<file path="src/hdl/sitl_ram.sv">
// ----------------------------------------------------------------------------
// sitl_ram: generic simple dual port ram
// one write port, one read port with registered read data
// ----------------------------------------------------------------------------
module sitl_ram #(
	parameter int WIDTH = 8,
	parameter int DEPTH = 16
) (
	input  logic                     clk,
	input  logic                     we,
	input  logic [$clog2(DEPTH)-1:0] waddr,
	input  logic [WIDTH-1:0]         wdata,
	input  logic [$clog2(DEPTH)-1:0] raddr,
	output logic [WIDTH-1:0]         rdata
);

	logic [WIDTH-1:0] mem [DEPTH];

	always_ff @(posedge clk) begin
		if (we) begin
			mem[waddr] <= wdata;
		end
		rdata <= mem[raddr];
	end

endmodule

</file>
<file path="config.mk">
export PLATFORM = sky130hd
export DESIGN_NAME = sitl_ram
export DESIGN_NICKNAME = d
export VERILOG_FILES = /design/src/hdl/sitl_ram.sv
export SDC_FILE = /design/constraint.sdc
export NUM_CORES = 1
export LEC_CHECK = 0
export BUFFER_PORTS_ARGS = -buffer_cell sky130_fd_sc_hd__buf_2
export CORE_UTILIZATION = 45
export DETAILED_ROUTE_END_ITERATION = 7
export SYNTH_ARGS = -nofsm -noshare
export SYNTH_HDL_FRONTEND = slang
export SYNTH_SLANG_ARGS = --single-unit
</file>
<file path="constraint.sdc">
create_clock -name clk -period 1.9 [get_ports clk]
set_input_delay 0.38 -clock clk [delete_from_list [all_inputs] [get_ports clk]]
set_output_delay 0.38 -clock clk [all_outputs]
set_load 0.005 [all_outputs]
</file>
==> results.md <==
* Clk root buf: clkbuf_16
* Number of DRC markers in iteration 0 at 120
* Boundary Pins at 26
* Part of the Yosys area used for sequential elements at roughly 80%
* Clock-pin slew on the worst setup and hold paths at 0.05 ns
* Total Routing Usage GR at 17.9%
* Crit Path Category: in -> reg
* Synth top area cells: edfxtp_1 (75%), mux4_2 (7.9%), mux4_1 (7.1%)
* Worst path required time at between 2 and 2.5 ns
* Clock Path Buffers at 2
* Vias per cell at 5.42
* CP endpoint kind: flop
* P per Cell Area at 1110 nW/um^2
* Worst Tran Pin Value at about 0.42 ns
* Most used DFF post-synth: edfxtp_1
* Die area at 11900 sq um
* Comb power frac at 4.6%
* Share of cells above drive strength 1 at 31.8%
* Final setup viols at 0
* CTS H-tree depth at 4
* Ys async rst share at 0%
* RSZ-0062 raised after global routing: no
* Syn Nets at 247
* Setup bufs post-CTS at 0
* Max-slew headroom at 72.1%
* Number of global-route vias before repair at 2438
* Routability congestion estimate at 0.752
* Gate Count Post-Synth at 229
* Sw Share at between 10% and 20%
* Worst skew pair latency at 0.41 ns
* Via count at 2379
* Hpwl dp at between 6 and 7 mm
* Hold WS at 0.351 ns
* Worst setup SP type: input port
* Final ANT Viol Nets at 0
* Sequential share of power at roughly half
* Total CTS buffers at 17
* Largest area contributor in the netlist: edfxtp_1
* Cell Int Power at ~0.0055 W
* CTS Sinks at about 140
* Leakage at 2.11 nW
* Post-Route WL at 9.34 mm
* Critical Path AT at ~1.7 ns
* Placed cell areas at 5580 sq um
* ANT cells at 0
* Final Max Tran Viols at 0
* CTS tree: yes
* Nets at 304
* Cell area after synthesis at 5150 sq um
* Initial core utilization at 46.9%
* EDFF count, synth at 128
* PortBufs at 25
* First-pass GRT wire length at ~14 mm
* Yosys synthesis warning count at 0
* Row cnt at 38
* Post-synth top area share at 74.7%
* Initial antenna violation count at 0
* DR WL/cell at 21.3 microns
* Netlist cell types at 19
* PostCTS Resize Cnt at 0
* Setup TNS at 0 ns
* DRC Markers at 0
* Hold Fails Final Rpt at 0
* Syn-to-layout area delta at 19.7%
* Sw Pwr at 0.00132 W
* Die Width at roughly 110 microns
* Status: finished, final reports clean
* Clock share of power at 46.2%
* Worst Path Max Fanout at 14
* Mean Syn Cell Area at 22.5 sq um
* Die height at between 100 and 150 microns
* Core ar. at 11000 sq um
* Worst IR drop on VDD at between 0.8 and 0.9 mV
* Placed Cells at 407
* Cell with the most instances after synthesis: edfxtp_1
* Post-CTS Hold Fix Bufs at 0
* Yosys reg bits at 136
* Post-layout min period at 1.42 ns
* Period Utilization, post-route at 74.8%
* Fin area at 6160 sq um
* GRT overflow at 0
* Clock skew at 0.00874 ns
* Final Non-Filler Cells at approximately 440
* Synth top cells by count: edfxtp_1 (128), mux4_2 (18), a22oi_1 (16)
* Max-Cap Viols at 0
* DRT Pass-1 Iters at 4
* Fmax at around 700 MHz
* Hold crit path type: in -> reg
* Largest net degree at the start of global routing at 33
==> logic make-up after synthesis <==
logic type | share of synthesized area [%]
DFF | 77.8
muxes | 15.0
AOI/OAI and AO/OA | 2.33
and+or+nand+nor | 3.18
buffers and inverters | 1.68
==> cell usage in the layout (no fill, tap or decap), types with 3 or more instances in the layout <==
master	count
clkinv_2	4
edfxtp_1	128
clkbuf_8	3
buf_2	25
clkbuf_16	17
nand2_1	9
nor2_1	13
dfxtp_1	8
buf_4	19
a22oi_1	16
nor3_1	4
mux4_2	18
clkbuf_1	4
buf_12	4
mux4_1	14
==> stage by stage <==
stage          utilization [%]  total power, W  setup slack, ns
2_1_floorplan                -         0.00360           0.0271
3_3_place_gp              50.8         0.00375           0.0841
3_5_place_dp              50.8         0.00376           0.0730
4_1_cts                   56.1         0.00690            0.504
5_1_grt                   56.1         0.00704            0.384
6_report                  56.1         0.00685            0.480
==> power by group through the flow <==
stage                     Combinational [W]  Sequential (W)  Clock (W)
final                              0.000313         0.00337    0.00316
after floorplan                    0.000170         0.00343          0
after detailed placement           0.000319         0.00344          0
after global routing               0.000342         0.00338    0.00332
after CTS                          0.000320         0.00338    0.00320
after global placement             0.000313         0.00343          0
==> critical path, cell delays in order <==
cell and delay, ns:
buf_2 0.17, buf_12 0.18, mux4_1 0.56, a22oi_1 0.32, nand2_1 0.09
==> path summary, 6_finish.rpt <==
check | depth (start not counted) | to | startpoint | slack (ns)
max reg2reg | 3 | rdata[3] | mem[1][3] | 0.52
max | 5 | rdata[3] | raddr[0] | 0.48
min reg2reg | 3 | rdata[0] | mem[13][0] | 0.68
min | 1 | mem[7][4] | wdata[4] | 0.35
==> flip-flops by register name (all words and copies together), names as in the netlist <==
name   count
rdata      8
mem      128
==> layer usage <==
metal	vias to the layer above	GRT usage (%)	part of all wire [%]
met2	57	28.2	50
met1	1221	23.5	45
met3	14	4.12	3.6
li1	1087	-	-
met5	-	0	0
met4	0	8.98	2.1
==> area by class of cell <==
| cell class | instances | area [sq um] |
|---|---|---|
| multi-input cells | 83 | 1060 |
| clock inverters | 8 | 95.1 |
| fillers | 804 | 4820 |
| well taps | 140 | 175 |
| flip-flops and latches | 136 | 4000 |
| repair buffers | 48 | 348 |
| clock buffers | 24 | 482 |
No activity file was read; power rests on OpenSTA's default activity.
